==> config.mk <==
export PLATFORM = sky130hd
export DESIGN_NAME = bsc_front
export DESIGN_NICKNAME = d
export VERILOG_FILES = /design/src/design/bsc_pkg.sv /design/src/design/bsc_front.sv
export SDC_FILE = /design/constraint.sdc
export NUM_CORES = 1
export LEC_CHECK = 0
export ABC_AREA = 1
export BUFFER_PORTS_ARGS = -buffer_cell sky130_fd_sc_hd__clkbuf_2
export CORE_AREA = 4 4 175 177
export CTS_BUF_LIST = sky130_fd_sc_hd__clkbuf_4 sky130_fd_sc_hd__clkbuf_8 sky130_fd_sc_hd__clkbuf_16
export CTS_CLUSTER_SIZE = 12
export DETAILED_ROUTE_END_ITERATION = 8
export DIE_AREA = 0 0 179 181
export SLEW_MARGIN = 20
export SYNTH_ARGS = -nofsm -noshare
export SYNTH_HDL_FRONTEND = slang
export SYNTH_SLANG_ARGS = --single-unit
==> constraint.sdc <==
create_clock -name clk -period 12.2 [get_ports clk]
set_input_delay 1.83 -clock clk [delete_from_list [all_inputs] [get_ports clk]]
set_output_delay 1.83 -clock clk [all_outputs]
set_load 0.02 [all_outputs]
==> src/design/bsc_pkg.sv <==
package bsc_pkg;

  localparam int COORD_W = 32;
  localparam int GRAD_W  = 48;
  localparam int IDX_W   = 10;
  localparam int COST_W  = 64;
  localparam int LIM_W   = 48;
  localparam int MUL_W   = 52;   // widest multiplier operand: the excess s
  localparam int HALF_W  = 32;
  localparam int ACC_W   = 2 * MUL_W;
  localparam int FRAC_W  = 16;
  localparam int DIFF_W  = COORD_W + 3;
  localparam int WIDE_W  = GRAD_W + 3;
  localparam int OP_W    = 4;

  localparam logic [OP_W-1:0] OP_JERK0  = 4'd0;
  localparam logic [OP_W-1:0] OP_CURV0  = 4'd3;
  localparam logic [OP_W-1:0] OP_EXCESS = 4'd6;
  localparam logic [OP_W-1:0] OP_GRAD0  = 4'd7;
  localparam logic [OP_W-1:0] OP_LAST   = 4'd9;

  localparam logic [IDX_W-1:0] IDX_MAX = {IDX_W{1'b1}};

  localparam logic signed [GRAD_W-1:0] GRAD_MAX = {1'b0, {(GRAD_W-1){1'b1}}};
  localparam logic signed [GRAD_W-1:0] GRAD_MIN = {1'b1, {(GRAD_W-1){1'b0}}};

  typedef struct packed {
    logic signed [COORD_W-1:0] coord_x;
    logic signed [COORD_W-1:0] coord_y;
    logic signed [COORD_W-1:0] coord_z;
    logic                      final_point;
  } in_item_t;

  typedef struct packed {
    logic signed [GRAD_W-1:0] grad_x;
    logic signed [GRAD_W-1:0] grad_y;
    logic signed [GRAD_W-1:0] grad_z;
    logic [IDX_W-1:0]         point_number;
    logic [COST_W-1:0]        total_cost;
    logic                     run_end;
  } out_item_t;

  typedef enum logic [1:0] {
    CLS_FILL   = 2'd0,   // one of the first three points, nothing to emit
    CLS_SHORT  = 2'd1,   // final point of a run under four points
    CLS_WINDOW = 2'd2,
    CLS_WFINAL = 2'd3
  } cls_t;

  typedef struct packed {
    in_item_t         pt;
    logic [IDX_W-1:0] n;
    cls_t             cls;
  } job_t;

  function automatic logic [COST_W-1:0] sat_add(input logic [COST_W-1:0] a,
                                                input logic [COST_W-1:0] b);
    logic [COST_W:0] s;
    s = {1'b0, a} + {1'b0, b};
    return s[COST_W] ? {COST_W{1'b1}} : s[COST_W-1:0];
  endfunction

  function automatic logic signed [GRAD_W-1:0] sat_grad(input logic signed [WIDE_W-1:0] v);
    logic signed [GRAD_W-1:0] r;
    if (v > WIDE_W'(GRAD_MAX)) begin
      r = GRAD_MAX;
    end else if (v < WIDE_W'(GRAD_MIN)) begin
      r = GRAD_MIN;
    end else begin
      r = v[GRAD_W-1:0];
    end
    return r;
  endfunction

endpackage

==> src/design/bsc_front.sv <==
module bsc_front (
  input  logic              clk,
  input  logic              rst_n,
  input  logic              in_push,
  output logic              in_full,
  input  bsc_pkg::in_item_t in_item,
  input  logic              job_pop,
  output logic              job_empty,
  output bsc_pkg::job_t     job
);

  bsc_pkg::job_t          q_r [2];
  logic                   wp_r, rp_r;
  logic [1:0]             cnt_r, cnt_nxt;
  logic [bsc_pkg::IDX_W-1:0] seen_r, seen_nxt;
  bsc_pkg::job_t          new_job;
  logic                   push_ok, pop_ok;

  assign in_full   = (cnt_r == 2'd2);
  assign job_empty = (cnt_r == 2'd0);
  assign job       = q_r[rp_r];
  assign push_ok   = in_push && !in_full;
  assign pop_ok    = job_pop && !job_empty;

  // classify against the running point count
  always_comb begin
    new_job.pt = in_item;
    new_job.n  = seen_r;
    seen_nxt   = seen_r;
    if (seen_r < bsc_pkg::IDX_W'(3)) begin
      new_job.cls = in_item.final_point ? bsc_pkg::CLS_SHORT : bsc_pkg::CLS_FILL;
      seen_nxt    = in_item.final_point ? '0 : seen_r + 1'b1;
    end else begin
      new_job.cls = in_item.final_point ? bsc_pkg::CLS_WFINAL : bsc_pkg::CLS_WINDOW;
      if (in_item.final_point) begin
        seen_nxt = '0;
      end else if (seen_r != bsc_pkg::IDX_MAX) begin
        seen_nxt = seen_r + 1'b1;
      end
    end
  end

  always_comb begin
    cnt_nxt = cnt_r;
    if (push_ok && !pop_ok) begin
      cnt_nxt = cnt_r + 2'd1;
    end else if (pop_ok && !push_ok) begin
      cnt_nxt = cnt_r - 2'd1;
    end
  end

  always_ff @(posedge clk) begin
    if (!rst_n) begin
      wp_r   <= 1'b0;
      rp_r   <= 1'b0;
      cnt_r  <= '0;
      seen_r <= '0;
    end else begin
      cnt_r <= cnt_nxt;
      if (push_ok) begin
        wp_r   <= ~wp_r;
        seen_r <= seen_nxt;
      end
      if (pop_ok) begin
        rp_r <= ~rp_r;
      end
    end
  end

  always_ff @(posedge clk) begin
    if (push_ok) begin
      q_r[wp_r] <= new_job;
    end
  end

endmodule

-- Yosys cells after proc, flatten, opt, wreduce, memory -nomap -nowiden
Memories as Yosys holds them, arrays and structs flattened. A register that Yosys moved wholly into a read port is not among the register bits.
Index checks and enable logic that the tools add are counted.
- add/sub/neg operators: 3
- magnitude comparators: 1
- equal/unequal tests: 2
- muxes and demuxes: 13
- bitwise operators: 2
- reductions and logical operators: 12
- operators with widths (operator ; count):
    $mux W10 ; 4
    $add A10 B1 Y10 const B ; 1
    $lt A10 B2 Y1 const B ; 1
    $ne A10 B10 Y1 const B ; 1
    $mux W1 ; 6
    $mux W2 ; 3
    $logic_and A1 B1 Y1 ; 4
    $logic_not A1 Y1 ; 4
    $reduce_bool A3 Y1 ; 1
    $add A2 B1 Y2 const B ; 1
    $eq A2 B2 Y1 const B ; 1
    $logic_not A2 Y1 ; 1
    $not A1 Y1 ; 2
    $reduce_and A2 Y1 ; 1
    $reduce_bool A2 Y1 ; 1
    $sub A2 B1 Y2 const B ; 1
- register bits: 14
- RAM bits: 218
- output and inout bits: 111
- word-level logic and storage cells: 38
- memories: 1
- memories (memory ; words ; width ; rd ports ; clocked after Yosys merged registers in ; wr ports ; line ; text):
    q_r ; 2 ; 109 ; 1 ; 1 ; 1 ; bsc_front.sv:12 ; bsc_pkg::job_t q_r [2];

-- Depth between registers and ports, before layout
- word-level depth: 7
- depth in mapped cells: 10
- depth with buffers taken out: 10

-- Least setup slack after synthesis
OpenSTA, ideal clock, no wires.
- path kind: input -> register
- start point: input port in_push
- end point: memory q_r[1][100] (netlist bit), enable pin
- library setup time: 577 ps
- data arrival time: 6430 ps
- required time: 11623 ps
- path slack: 5193 ps
- stages on the path: 2
- path through: o21ai_2 > nor2_1
- longest elaborated chain between the ends: 3
- RTL lines (what ; line ; text):
    start, declared ; bsc_front.sv:4 ; input logic in_push,
    $logic_and A1 B1 Y1 ; bsc_front.sv:22 ; assign push_ok = in_push && !in_full;
    $mux W1 ; bsc_front.sv:71 ; if (push_ok) begin
    $mux W1 (implied by the code) ; bsc_front.sv:72 ; q_r[wp_r] <= new_job;
    end, declared ; bsc_front.sv:12 ;
No other way between the ends.

==> flow_summary.yaml <==
run_status:
  outcome: "finished clean"
timing:
  rsz0062_at_grt: "no"
  fin_worst_skew_ns: 0.00740
  fin_tns_setup_ns: 0
  fin_ws_ns: 7.59
  worst_pin_slew_ns: 1.06
  setup_viol: 0
  finalCriticalPeriod_ns: 4.61
  slew_headroom_pct: 29.3
  drv_slew: 0
  fmax_mhz: 217
  fin_crit_sh_pct: 37.8
  hold_violations: 0
synthesis:
  ys.flop_type: "edfxtp_1"
  synth-async-reset-ratio_pct: 0
  synthTopCellsByArea: "edfxtp_1, mux2_2, dfxtp_1"
  ys_seq_area_share_pct: 78.8
  yosys.area.top_type: "edfxtp_1"
  ys_warn_count: 0
  synth_edf_count: 216
  synthesis.nets: 564
  ys_seq_elements: 231
  synthTopCellsByCount: "edfxtp_1, mux2_2, nor2_1"
  yosysUniqueCellTypes: 28
  synthCells: 461
  netlist_area_um2: 8610
  yosysMostFrequentCell: "edfxtp_1"
  synth_top_area_share_pct: 75.4
  syn-mean-instance-area_um2: 18.7
place:
  place_hpwl_mm: 11.4
  place_congestion: 0.736
  port_buffers: 211
  pre_cts_ws_ns: 8.08
detailed_routing:
  drtIter0Drc: 219
  first_pass_iters: 4
  wl_per_cell_um: 15.9
  drt_wl_total_mm: 17.5
  drc: 0
  postRouteAntennaNets: 0
  vias: 4662
  vias_per_cell: 4.24
global_routing:
  grt_max_degree: 73
  grt_util_all_layers_pct: 10.4
  grt_pass1_vias: 4893
  grt_overflow_total: 0
  grt_pass1_wl_mm: 26.8
  antenna_found_initial: 0
worst_setup_path:
  path_class: "register to output pin"
  slowest_stage: "buf_4"
  crit_fanout: 72
  slowest_delay_ns: 0.82
  ff2ff_setup_slack_ns: 9.71
  reg2reg_depth: 4
  r2r-start: "cnt_r[0]"
  path_cells: "buf_4 -> mux2_2 -> clkbuf_2"
  required_ns: 10.37
  endpoint_kind: "output pin"
  worst_ep_arrival_time_ns: 2.78
  reg2reg_to: "q_r[1][9]"
  critical_path.startpoint_type: "register"
power:
  swShare_pct: 29.8
  finalPower_mw: 2.41
  seqPwrFrac_pct: 43.2
  p_comb_share_pct: 25.4
  p_leak_nw: 4.10
  ir_drop_uv: 143
  p_int_mw: 1.69
  clockPowerShare_pct: 31.4
  power.switching_mw: 0.721
  p_per_area_nw_per_um2: 220
floorplanning:
  start_util_pct: 29.4
  num_rows: 63
  dieArea_um2: 32400
  die_h_um: 181
  ioPinCount: 212
  die_w_um: 179
  coreArea_um2: 29200
cells_and_area:
  nets: 794
  area_growth_syn_to_layout_pct: 27.4
  final_layout_size_suffix_gt1_share_pct: 52.7
  antenna_cells: 0
clock_network:
  postCtsResizedCells: 0
  numCtsBuffers: 26
  numClockSinks: 231
  cts.htree.levels: 1
  cts-hold-fix-buffers: 0
  clk_latency_ns: 0.51
  cts-root-buf: "clkbuf_16"
  cts_tree: "done"
  clkTransAtPathRegs_ns: 0.06
  cts_buffer_depth: 3
  cts_setup_buffers: 0
min_path:
  min_path_cells: 2
  hold_class: "register to register"
  hold_start: "rp_r"
flow_run:
  drv_cap: 0
==> kinds of logic (layout without fill, tap and decap cells) <==
| group | after synthesis | in the layout | share of synthesized area (%) |
|---|---|---|---|
| DFF | 231 | 231 | 78.8 |
| muxes | 108 | 108 | 14.1 |
| and+or+nand+nor | 64 | 64 | 3.39 |
| buffers and inverters | 31 | 280 | 1.77 |
| AOI/OAI and AO/OA | 24 | 24 | 1.47 |
| adders and majority gates | 2 | 2 | 0.291 |
| xor gates and xnor gates | 1 | 1 | 0.102 |
==> how the worst max path moves through the flow <==
| stage | from | slack, ns | end | cells past startpoint |
|---|---|---|---|---|
| after global placement | register | 8.09 | job[74] | 3 |
| after detailed placement | register | 8.08 | job[1] | 3 |
| after CTS | register | 7.52 | job[1] | 3 |
| final | register | 7.59 | job[1] | 3 |
| after global routing | register | 7.44 | job[1] | 3 |
| after floorplan | in_push | 5.19 | q_r[1][100] | 2 |
==> cells in the final DEF, fill, tap and decap left out, drive strengths merged, types with 5 or more instances in the layout <==
master,synthesis,routed
clkbuf,0,246
a21oi,9,9
dfxtp,15,15
buf,14,5
mux2,108,108
edfxtp,216,216
o21ai,14,14
nand2,27,27
inv,17,17
clkinv,0,8
nor2,27,27
==> through the flow <==
step                      area [um^2]  cells  utilization (%)  hold WS, ns
after CTS                       11000   1100             37.5        0.507
after global placement          10100   1053             34.6        0.486
after global routing            11000   1100             37.5        0.538
after floorplan                  8610    461                -        0.447
after detailed placement        10100   1053             34.6        0.492
final                           11000   1100             37.5        0.503
==> sequential cells by signal, summed over array words and instances (netlist names), named ones only <==
signal / flops
q_r: 216
seen_r: 10
wp_r: 1
rp_r: 1
cnt_r: 2
==> routing by layer <==
metal | up-vias | share of wire, % | GRT usage (%)
met4 | 0 | 3.0 | 3.13
met1 | 2273 | 40 | 12.4
met5 | - | 0 | 0
li1 | 2209 | - | -
met3 | 36 | 7.5 | 3.26
met2 | 144 | 50 | 17.8
==> worst max-delay path: cells and delay by family (launching register included) <==
family | cells | cell delay [ns]
buffers and inverters | 2 | 1.00
DFF | 1 | 0.68
muxes | 1 | 0.42
==> power groups by stage <==
stage	registers (mW)	clock network, mW	logic (mW)
4_1_cts	1.05	0.784	0.632
2_1_floorplan	1.05	0	0.440
5_1_grt	1.05	0.821	0.664
3_3_place_gp	1.06	0	0.629
3_5_place_dp	1.06	0	0.628
6_report	1.04	0.758	0.614
==> area by class of cell <==
class / count / area [um^2]
flip-flops and latches: 231 / 6790
repair buffers: 216 / 1090
fillers: 2767 / 18300
clock inverters: 12 / 109
multi-input cells: 199 / 1680
well taps: 390 / 488
clock buffers: 35 / 736
inverters: 17 / 66.3
No activity file was read; power rests on OpenSTA's default activity.
