### config.mk
export PLATFORM = sky130hd
export DESIGN_NAME = bsc_out_queue
export DESIGN_NICKNAME = d
export VERILOG_FILES = /design/src/design/bsc_pkg.sv /design/src/design/bsc_out_queue.sv
export SDC_FILE = /design/constraint.sdc
export NUM_CORES = 1
export LEC_CHECK = 0
export ABC_AREA = 1
export ABC_CLOCK_PERIOD_IN_PS = 15450
export BUFFER_PORTS_ARGS = -buffer_cell sky130_fd_sc_hd__buf_2
export CORE_ASPECT_RATIO = 0.9
export CORE_MARGIN = 3
export CORE_UTILIZATION = 45
export CTS_CLUSTER_DIAMETER = 120
export DETAILED_ROUTE_END_ITERATION = 10
export GPL_ROUTABILITY_DRIVEN = 0
export GPL_TIMING_DRIVEN = 0
export PLACE_DENSITY_LB_ADDON = 0.25
export SLEW_MARGIN = 30
export SYNTH_ARGS = -nofsm -noshare
export SYNTH_HDL_FRONTEND = slang
export SYNTH_SLANG_ARGS = --single-unit
### constraint.sdc
create_clock -name clk -period 15.45 [get_ports clk]
set_clock_uncertainty 0.15 [all_clocks]
set_input_delay 3.09 -clock clk [delete_from_list [all_inputs] [get_ports clk]]
set_output_delay 3.09 -clock clk [all_outputs]
set_load 0.02 [all_outputs]
### src/design/bsc_pkg.sv
package bsc_pkg;

  localparam int COORD_W = 32;
  localparam int GRAD_W  = 48;
  localparam int IDX_W   = 10;
  localparam int COST_W  = 64;
  localparam int LIM_W   = 48;
  localparam int MUL_W   = 52;   // widest multiplier operand: the excess s
  localparam int HALF_W  = 32;
  localparam int ACC_W   = 2 * MUL_W;
  localparam int FRAC_W  = 16;
  localparam int DIFF_W  = COORD_W + 3;
  localparam int WIDE_W  = GRAD_W + 3;
  localparam int OP_W    = 4;

  localparam logic [OP_W-1:0] OP_JERK0  = 4'd0;
  localparam logic [OP_W-1:0] OP_CURV0  = 4'd3;
  localparam logic [OP_W-1:0] OP_EXCESS = 4'd6;
  localparam logic [OP_W-1:0] OP_GRAD0  = 4'd7;
  localparam logic [OP_W-1:0] OP_LAST   = 4'd9;

  localparam logic [IDX_W-1:0] IDX_MAX = {IDX_W{1'b1}};

  localparam logic signed [GRAD_W-1:0] GRAD_MAX = {1'b0, {(GRAD_W-1){1'b1}}};
  localparam logic signed [GRAD_W-1:0] GRAD_MIN = {1'b1, {(GRAD_W-1){1'b0}}};

  typedef struct packed {
    logic signed [COORD_W-1:0] coord_x;
    logic signed [COORD_W-1:0] coord_y;
    logic signed [COORD_W-1:0] coord_z;
    logic                      final_point;
  } in_item_t;

  typedef struct packed {
    logic signed [GRAD_W-1:0] grad_x;
    logic signed [GRAD_W-1:0] grad_y;
    logic signed [GRAD_W-1:0] grad_z;
    logic [IDX_W-1:0]         point_number;
    logic [COST_W-1:0]        total_cost;
    logic                     run_end;
  } out_item_t;

  typedef enum logic [1:0] {
    CLS_FILL   = 2'd0,   // one of the first three points, nothing to emit
    CLS_SHORT  = 2'd1,   // final point of a run under four points
    CLS_WINDOW = 2'd2,
    CLS_WFINAL = 2'd3
  } cls_t;

  typedef struct packed {
    in_item_t         pt;
    logic [IDX_W-1:0] n;
    cls_t             cls;
  } job_t;

  function automatic logic [COST_W-1:0] sat_add(input logic [COST_W-1:0] a,
                                                input logic [COST_W-1:0] b);
    logic [COST_W:0] s;
    s = {1'b0, a} + {1'b0, b};
    return s[COST_W] ? {COST_W{1'b1}} : s[COST_W-1:0];
  endfunction

  function automatic logic signed [GRAD_W-1:0] sat_grad(input logic signed [WIDE_W-1:0] v);
    logic signed [GRAD_W-1:0] r;
    if (v > WIDE_W'(GRAD_MAX)) begin
      r = GRAD_MAX;
    end else if (v < WIDE_W'(GRAD_MIN)) begin
      r = GRAD_MIN;
    end else begin
      r = v[GRAD_W-1:0];
    end
    return r;
  endfunction

endpackage

### src/design/bsc_out_queue.sv
module bsc_out_queue (
  input  logic               clk,
  input  logic               rst_n,
  input  logic               push,
  output logic               full,
  input  bsc_pkg::out_item_t din,
  input  logic               out_pop,
  output logic               out_empty,
  output bsc_pkg::out_item_t out_item
);

  bsc_pkg::out_item_t q_r [4];
  logic [1:0]         wp_r, rp_r;
  logic [2:0]         cnt_r;
  logic               push_ok, pop_ok;

  assign full      = (cnt_r == 3'd4);
  assign out_empty = (cnt_r == 3'd0);
  assign out_item  = q_r[rp_r];
  assign push_ok   = push && !full;
  assign pop_ok    = out_pop && !out_empty;

  always_ff @(posedge clk) begin
    if (!rst_n) begin
      wp_r  <= '0;
      rp_r  <= '0;
      cnt_r <= '0;
    end else begin
      if (push_ok) begin
        wp_r <= wp_r + 2'd1;
      end
      if (pop_ok) begin
        rp_r <= rp_r + 2'd1;
      end
      if (push_ok && !pop_ok) begin
        cnt_r <= cnt_r + 3'd1;
      end else if (pop_ok && !push_ok) begin
        cnt_r <= cnt_r - 3'd1;
      end
    end
  end

  always_ff @(posedge clk) begin
    if (push_ok) begin
      q_r[wp_r] <= din;
    end
  end

endmodule

# Yosys cells after proc, flatten, opt, wreduce, memory -nomap -nowiden
# Memory sizes are Yosys's and may differ from the RTL's. A register that Yosys moved wholly into a read port is not among the register bits.
# Index checks and enable logic that the tools add are counted.
dict set report word_totals {
  regBits 7
  mem_bits_rw 876
  out_inout_bits 221
  n_memories 1
}
# memory depth word_bits rd rd_ports_with_merged_regs wr line_no
set mem_list {}
lappend mem_list {q_r 4 219 1 1 1 bsc_out_queue.sv:12} ;# bsc_pkg::out_item_t q_r [4];
dict set report classes {
  addsub 4
  n_eq_ne 1
  muxes 6
  n_reduce_logical 10
}
# cell count
set op_table {}
lappend op_table {{3-bit 2-to-1 mux} 2}
lappend op_table {{2-bit by 1-bit adder with 2-bit output (second input constant)} 2}
lappend op_table {{1-bit logical AND} 4}
lappend op_table {{1-bit zero test} 4}
lappend op_table {{2-bit 2-to-1 mux} 2}
lappend op_table {{3-bit by 1-bit adder with 3-bit output (second input constant)} 1}
lappend op_table {{3-bit == test (second input constant)} 1}
lappend op_table {{3-bit zero test} 1}
lappend op_table {{3-bit by 1-bit subtractor with 3-bit output (second input constant)} 1}
lappend op_table {{1-bit 2-to-1 mux} 2}
lappend op_table {{2-bit nonzero test} 1}

# Longest topological paths before layout
# Gate-level depths: netlist of the first run.
dict set report depth {
  depth_word 7
  depth_mapped 13
  ltp_nobuf 13
}

# Worst setup path before layout of the first run
# OpenSTA, ideal clock, no wires.
dict set report synth_path {
  path_type {input -> register}
  start {input port push}
  end {memory q_r[0][0] in the netlist's numbering, enable pin}
  setup_ps 802
  arrival_time_ps 12276
  slack_ps 2222
  stages 2
  path_cell_list {nand2_1 -> nor2_1}
}
dict set report synth_between {
  elab_chain_cells 3
}
# item line_no
set synth_lines {}
lappend synth_lines {{start, declared} bsc_out_queue.sv:4} ;# input logic push,
lappend synth_lines {{1-bit logical AND} bsc_out_queue.sv:20} ;# assign push_ok = push && !full;
lappend synth_lines {{1-bit 2-to-1 mux} bsc_out_queue.sv:44} ;# if (push_ok) begin
lappend synth_lines {{1-bit 2-to-1 mux (implied by the code)} bsc_out_queue.sv:45} ;# q_r[wp_r] <= din;
lappend synth_lines {{end, declared} bsc_out_queue.sv:12}
# No other way between the ends.

==> results of run 1 <==
==> per-stage QoR <==
stage	util, %	area (um^2)	TNS, ps
after floorplan	-	32800	0
after global placement	50.3	36200	-5149800
after detailed placement	52.5	37800	0
after CTS	56.3	40500	0
after global routing	56.4	40500	0
final	56.4	40600	0
==> worst min path at each step <==
stage | from | endpoint | cells past startpoint
2_1_floorplan | rp_r[1] | flip-flop | 2
3_3_place_gp | rp_r[1] | flip-flop | 2
3_5_place_dp | rp_r[1] | rp_r[1] | 2
4_1_cts | rp_r[1] | flip-flop | 2
5_1_grt | rp_r[1] | flip-flop | 2
6_report | rp_r[1] | flip-flop | 2
==> sequential cells by signal, summed over array words and instances, names as in the netlist, named ones only <==
signal  cells
q_r       876
wp_r        2
cnt_r       3
rp_r        2
==> layer usage <==
metal	track usage [%]	up-vias	routed length [um]	part of all wire, %
met5	0	-	204	0.23
met4	6.84	30	2480	2.8
met3	6.94	161	8000	9.2
met2	36.3	777	42500	49
met1	28.6	10400	34000	39
li1	-	9525	-	-
==> tightest hold or removal path, cell delays in order (launching register included) <==
cell,delay (ps)
dfxtp_1,330
nand2_1,70
a21oi_1,70
==> cells by family after synthesis <==
family | after synthesis
flops | 885
compound gates | 661
simple gates | 472
buf+inv | 163
fa+ha+maj | 6
xor+xnor | 1
==> placed cells by master (no fill, tap or decap), types with 2 or more instances in the layout <==
cell       netlist  layout
buf_8            1       5
a21oi_1          3       3
clkbuf_2         3       3
o21ai_0        384     384
ha_1             5       5
clkbuf_16        0      90
nor2_4           0       4
bufinv_16        0       6
clkbuf_1        64      82
clkinv_2         0      12
nand2_1         15      15
inv_1           17      17
diode_2          0      24
buf_6            6       6
edfxtp_1       876     876
o21ai_1         55      55
nor2_1         452     448
nand3_1          4       4
inv_16           0       3
buf_2           41     484
o22ai_1        219     219
clkbuf_4         2       2
clkinv_1         0      21
buf_4           28      28
dfxtp_1          9       9
buf_16           0      54
==> layout make-up <==
type / instances / area [um^2]
diodes: 24 / 60.1
flip-flops and latches: 885 / 26500
inverters: 18 / 75.1
clock inverters: 44 / 404
repair buffers: 502 / 3780
plain buffers: 145 / 768
clock buffers: 108 / 2320
fillers: 5677 / 31300
multi-input cells: 1140 / 5480
well taps: 950 / 1190
==> where the power goes <==
part           switching, mW  leakage (nW)  total [mW]  internal [mW]
sequential            0.0530          8.10        2.97           2.91
clock                  0.860          1.34        2.03           1.17
combinational           1.42          4.81        2.04          0.619
==> key figures, run 1 <==
Outcome
  • Run status: complete, no violations

Synth
  • Dominant cell type by area after synthesis: edfxtp_1
  • Syn Area/Cell: 15.0 um^2
  • Ys Warns: 0
  • Predominant post-synthesis flop cell: edfxtp_1
  • EDFF count, synth: 876
  • Seq cells post-synth: 885
  • Syn_nets: 2417
  • Xor and xnor area share after synthesis: 0.0267%
  • Main combinational cell family by area after synthesis: compound AO/OA/AOI/OAI gates
  • Top cells by area, synth: edfxtp_1, o21ai_0, nor2_1, o22ai_1, o21ai_1
  • FFs w/ async S/R, synth: 0%
  • Post-synth top area share: 80.2%
  • Synth top cells by count: edfxtp_1, nor2_1, o21ai_0, o22ai_1, clkbuf_1
  • Synth Area in Compound Gates: 10.9%
  • Synth Area in Simple Gates: 5.43%
  • Cell with the most instances after synthesis: edfxtp_1
  • Multiplexer area fraction after synthesis: 0%
  • Synth unique cells: 22
  • Mapped Cells: 2188
  • Adder-Cell Fraction of Synth Area: 0.252%
  • Register area share after synthesis: 80.8%
  • Post-Syn Area: 32800 um^2

Floorplanning
  • Rows: 93
  • Core ar.: 71900 um^2
  • Die width: 291 um
  • Starting Density: 45.6%
  • Io pins: 444
  • Die Area: 76100 um^2
  • Die height: 262 um

Detailed routing
  • Drt first pass iters: 5
  • Vias: 20900
  • DRT antenna net count: 0
  • DR DRC count: 0
  • Routed vias/inst: 5.47
  • DR iter-0 viols: 1749
  • Post-Route WL: 87.2 mm
  • Routed WL per cell: 22.9 um

Setup path
  • Reg2reg start: cnt_r[0]
  • Critical Path, Cell by Cell: buf_6, buf_4, clkbuf_1, o21ai_0, o22ai_1, buf_2
  • CP endpoint kind: output pin
  • Nature of the critical path startpoint: flip-flop
  • RR Endpoint: q_r[0][162]
  • Flop2flop setup slack: 12540 ps
  • Crit-path leading delay family: buffers and inverters
  • WP data arrival: 2690 ps
  • Crit path depth: 6
  • Cells on worst reg2reg path: 9
  • CP max stage cell: clkbuf_1
  • Worst Setup EP: out_item[82]
  • CP bufs+invs: 4
  • Critical path type: flip-flop to output pin
  • Max incr delay on CP: 510 ps
  • Worst path required time: 12210 ps
  • CP Max Fanout: 10

Global routing
  • First-pass GRT wire length: 128 mm
  • Antenna violations before repair: 34
  • Total GRT Usage: 22.2%
  • Largest net degree at the start of global routing: 20
  • Vias in the first global route: 20700
  • Grt total ovfl: 0

Timing
  • Tmin final: 5930 ps
  • Worst slew margin: 58.8%
  • Final Hold Fails: 0
  • Post-Route Hold Slack: 366 ps
  • Worst Tran Pin Value: 618 ps
  • Final setup fails: 0
  • Pins over their slew limit: 0
  • Fmax: 0.169 GHz
  • Final worst slack: 9520 ps
  • Final Cycle Share: 38.4%
  • Unrepaired setup endpoints after global routing: no

Power and ir drop
  • Pwr Total: 7.03 mW
  • Pwr dens: 173 nW/um^2
  • Maximum VDD drop: 0.116 mV
  • LEAKAGE: 14.2 nW

Clocking
  • Clk slew on worst S/H paths: 60 ps
  • Root Buffer Master: clkbuf_16
  • CTS Buf Count: 87
  • TritonCTS clock tree: yes
  • Post-CTS Resized: 0
  • Clock Sinks: 885
  • Cts hold-fix bufs: 0
  • Post-CTS Setup Bufs: 0
  • H-tree lvl count: 3
  • Clock Latency Late Sink: 620 ps
  • Clock Path Buffers: 3

Final layout
  • Final-stage net count: 3008
  • Area Growth Syn to Fin: 23.8%
  • Share of layout cells above drive strength 1: 24.7%
  • Post-route insts no fill: 3816

Placed design
  • Port buffer count: 443
  • Detail Placement HPWL: 58.4 mm
  • Worst slack at placement: 9930 ps
  • Placed Cells: 3640

Hold path
  • Worst Hold Class: flip-flop to flip-flop

Run
  • Total of max-cap violations: 0
No activity file was read; power rests on OpenSTA's default activity.
==> run 2, diff against run 1 <==
--- a/config.mk
+++ b/config.mk
@@ -5,8 +5,8 @@
 export SDC_FILE = /design/constraint.sdc
 export NUM_CORES = 1
 export LEC_CHECK = 0
-export ABC_AREA = 1
-export ABC_CLOCK_PERIOD_IN_PS = 15450
+export ABC_AREA = 0
+export ABC_CLOCK_PERIOD_IN_PS = 4800
 export BUFFER_PORTS_ARGS = -buffer_cell sky130_fd_sc_hd__buf_2
 export CORE_ASPECT_RATIO = 0.9
 export CORE_MARGIN = 3
==> constraint.sdc (replaced) <==
create_clock -name clk -period 4.8 [get_ports clk]
set_clock_uncertainty 0.15 [all_clocks]
set_input_delay 0.96 -clock clk [delete_from_list [all_inputs] [get_ports clk]]
set_output_delay 0.96 -clock clk [all_outputs]
set_load 0.02 [all_outputs]
==> key figures, run 2 <==
Outcome
  • Run status: complete, no violations

Global routing
  • Vias in the first global route: 15500
  • First-pass GRT wire length: 97.3 mm
  • Antenna violations before repair: 19
  • Grt total ovfl: 0
  • Largest net degree at the start of global routing: 40
  • Total GRT Usage: 17.5%

Hold path
  • Worst hold stages: 2
  • Hold path endpoint: wp_r[0]
  • Worst Hold Class: flip-flop to flip-flop
  • HP Start: wp_r[0]

Power and ir drop
  • Pwr dens: 572 nW/um^2
  • Sw Share: 28.3%
  • Switching power: 6.34 mW
  • Reg power frac: 42.4%
  • Pwr Total: 22.5 mW
  • Internal power: 16.1 mW
  • Combinational group share of total power: 26.4%
  • Maximum VDD drop: 0.393 mV
  • Clock power share: 31.1%
  • LEAKAGE: 13.2 nW

Floorplanning
  • Die width: 288 um
  • Starting Density: 45.8%
  • Die height: 260 um
  • Rows: 92
  • Io pins: 444
  • Core ar.: 70600 um^2
  • Die Area: 75000 um^2

Synth
  • Multiplexer area fraction after synthesis: 15.4%
  • Syn Area/Cell: 27.1 um^2
  • Synth unique cells: 24
  • Post-Syn Area: 32300 um^2
  • Synth Area in Compound Gates: 0.0891%
  • FFs w/ async S/R, synth: 0%
  • Adder-Cell Fraction of Synth Area: 0.256%
  • Synth top cells by count: edfxtp_1, mux4_2, buf_12, buf_2, dfxtp_1
  • Cell with the most instances after synthesis: edfxtp_1
  • Synth Area in Simple Gates: 0.298%
  • Mapped Cells: 1192
  • Predominant post-synthesis flop cell: edfxtp_1
  • Post-synth top area share: 81.4%
  • Top cells by area, synth: edfxtp_1, mux4_2, buf_12, dfxtp_1, buf_2
  • Xor and xnor area share after synthesis: 0.108%
  • Main combinational cell family by area after synthesis: multiplexers
  • Dominant cell type by area after synthesis: edfxtp_1
  • Register area share after synthesis: 82.0%
  • Ys Warns: 0
  • Seq cells post-synth: 885
  • Syn_nets: 1421
  • EDFF count, synth: 876

Clocking
  • TritonCTS clock tree: yes
  • CTS Buf Count: 87
  • H-tree lvl count: 3
  • Root Buffer Master: clkbuf_16
  • Clock Latency Late Sink: 620 ps
  • Post-CTS Setup Bufs: 0
  • Post-CTS Resized: 0
  • Clock Path Buffers: 3
  • Clock Sinks: 885
  • Cts hold-fix bufs: 0
  • Clk slew on worst S/H paths: 60 ps

Setup path
  • CP Max Fanout: 10
  • Worst path required time: 3690 ps
  • RR Endpoint: q_r[2][100]
  • Flop2flop setup slack: 1780 ps
  • Critical path type: flip-flop to output pin
  • Nature of the critical path startpoint: flip-flop
  • Reg2reg start: cnt_r[0]
  • CP endpoint kind: output pin
  • WP data arrival: 2380 ps
  • Cells on worst reg2reg path: 8

Detailed routing
  • DRT antenna net count: 0
  • M1 WL: 24.8 mm
  • Met3 routed WL: 4.86 mm
  • Routed WL per cell: 23.6 um
  • Vias: 14300
  • Highest routed layer: met5
  • Met2 wire len: 33.8 mm
  • Drt first pass iters: 5
  • Routed vias/inst: 5.17
  • DR iter-0 viols: 820
  • DR DRC count: 0
  • Post-Route WL: 65.5 mm

Final layout
  • Share of layout cells above drive strength 1: 47.9%
  • Filler cell count: 5211
  • Most flop-heavy register: q_r
  • Post-route insts no fill: 2770
  • Area Growth Syn to Fin: 21.6%
  • Final-stage net count: 1976
  • Largest registers: q_r: 876 flops, cnt_r: 3 flops
  • Most frequent cells in the layout: edfxtp_1, buf_2, mux4_2, clkbuf_16, buf_12
  • Commonest non-fill, non-tap cell in the layout: edfxtp_1
  • Largest register FFs: 876

Timing
  • Final Cycle Share: 72.6%
  • Tmin final: 3490 ps
  • Final Hold Fails: 0
  • Pins over their slew limit: 0
  • Post-Route Hold Slack: 363 ps
  • Worst slew margin: 60.0%
  • Unrepaired setup endpoints after global routing: no
  • Worst Tran Pin Value: 600 ps
  • Setup TNS: 0 ps
  • Final setup fails: 0
  • Fmax: 0.287 GHz

Placed design
  • Detail Placement HPWL: 42.7 mm
  • Port buffer count: 442
  • Placed Cells: 2598

Run
  • Total of max-cap violations: 0
run 2: cell types whose count changed in the layout (fill, tap and decap cells not counted), sizes merged, moves of 65 or more:
cell / change
nor2: -452
o21ai: -438
o22ai: -219
mux4: +219
clkbuf: -79
buf: -65
run 2: worst max-delay path by stage:
stage | end | slack, ps | cells after the start
after floorplan | q_r[0][0] | 170 | 3
after global placement | q_r[1][105] | -2270 | 4
after detailed placement | q_r[2][106] | 1240 | 8
after CTS | out_item[71] | 1140 | 4
after global routing | out_item[71] | 1160 | 4
final | out_item[81] | 1310 | 4
run 2: cell type report:
cell class	count	area, um^2	share of cell area (%)
tap	940	1180	2.99
clock inverter	66	766	1.95
clock buffer	94	2220	5.66
sequential	885	26500	67.4
timing repair buffer	466	2780	7.06
inverter	3	11.3	0.0287
buffer	51	606	1.54
antenna	12	30.0	0.0764
multi-input combinational	253	5220	13.3
run 2: power groups by stage:
stage | sequential (mW) | clock [mW] | combinational, mW
floorplan | 9.73 | 0 | 4.03
global placement | 9.83 | 0 | 5.90
detailed placement | 9.70 | 0 | 6.08
CTS | 9.54 | 7.18 | 6.10
global route | 9.59 | 7.48 | 6.32
finish | 9.53 | 6.99 | 5.93
run 2: cells by family (layout without fill, tap and decap cells):
family,after synthesis,in the layout
AO/OA/AOI/OAI,4,4
XOR/XNOR,4,4
adder cells (fa/ha/maj),6,6
buffers and inverters,54,680
flip-flops,885,885
multiplexers,222,222
other,0,12
AND/OR/NAND/NOR,17,17
run 2: routing by layer:
metal / vias to the layer above / global-route usage [%]
li1: 6335 / -
met1: 7489 / 21.5
met2: 364 / 29.6
met3: 132 / 5.51
met4: 14 / 5.51
met5: - / 0
run 2: worst max-delay path: stages, from the launching register on:
cell and delay (ps):
dfxtp_1 340, clkbuf_2 470, buf_2 390, mux4_2 360, buf_2 180
run 2: through the flow:
step,area [um^2],setup slack [ps],util (%)
CTS,39300,1140,55.6
finish,39300,1310,55.7
global placement,35700,-2270,50.6
floorplan,32300,168,-
global route,39300,1160,55.7
detailed placement,36300,1240,51.4
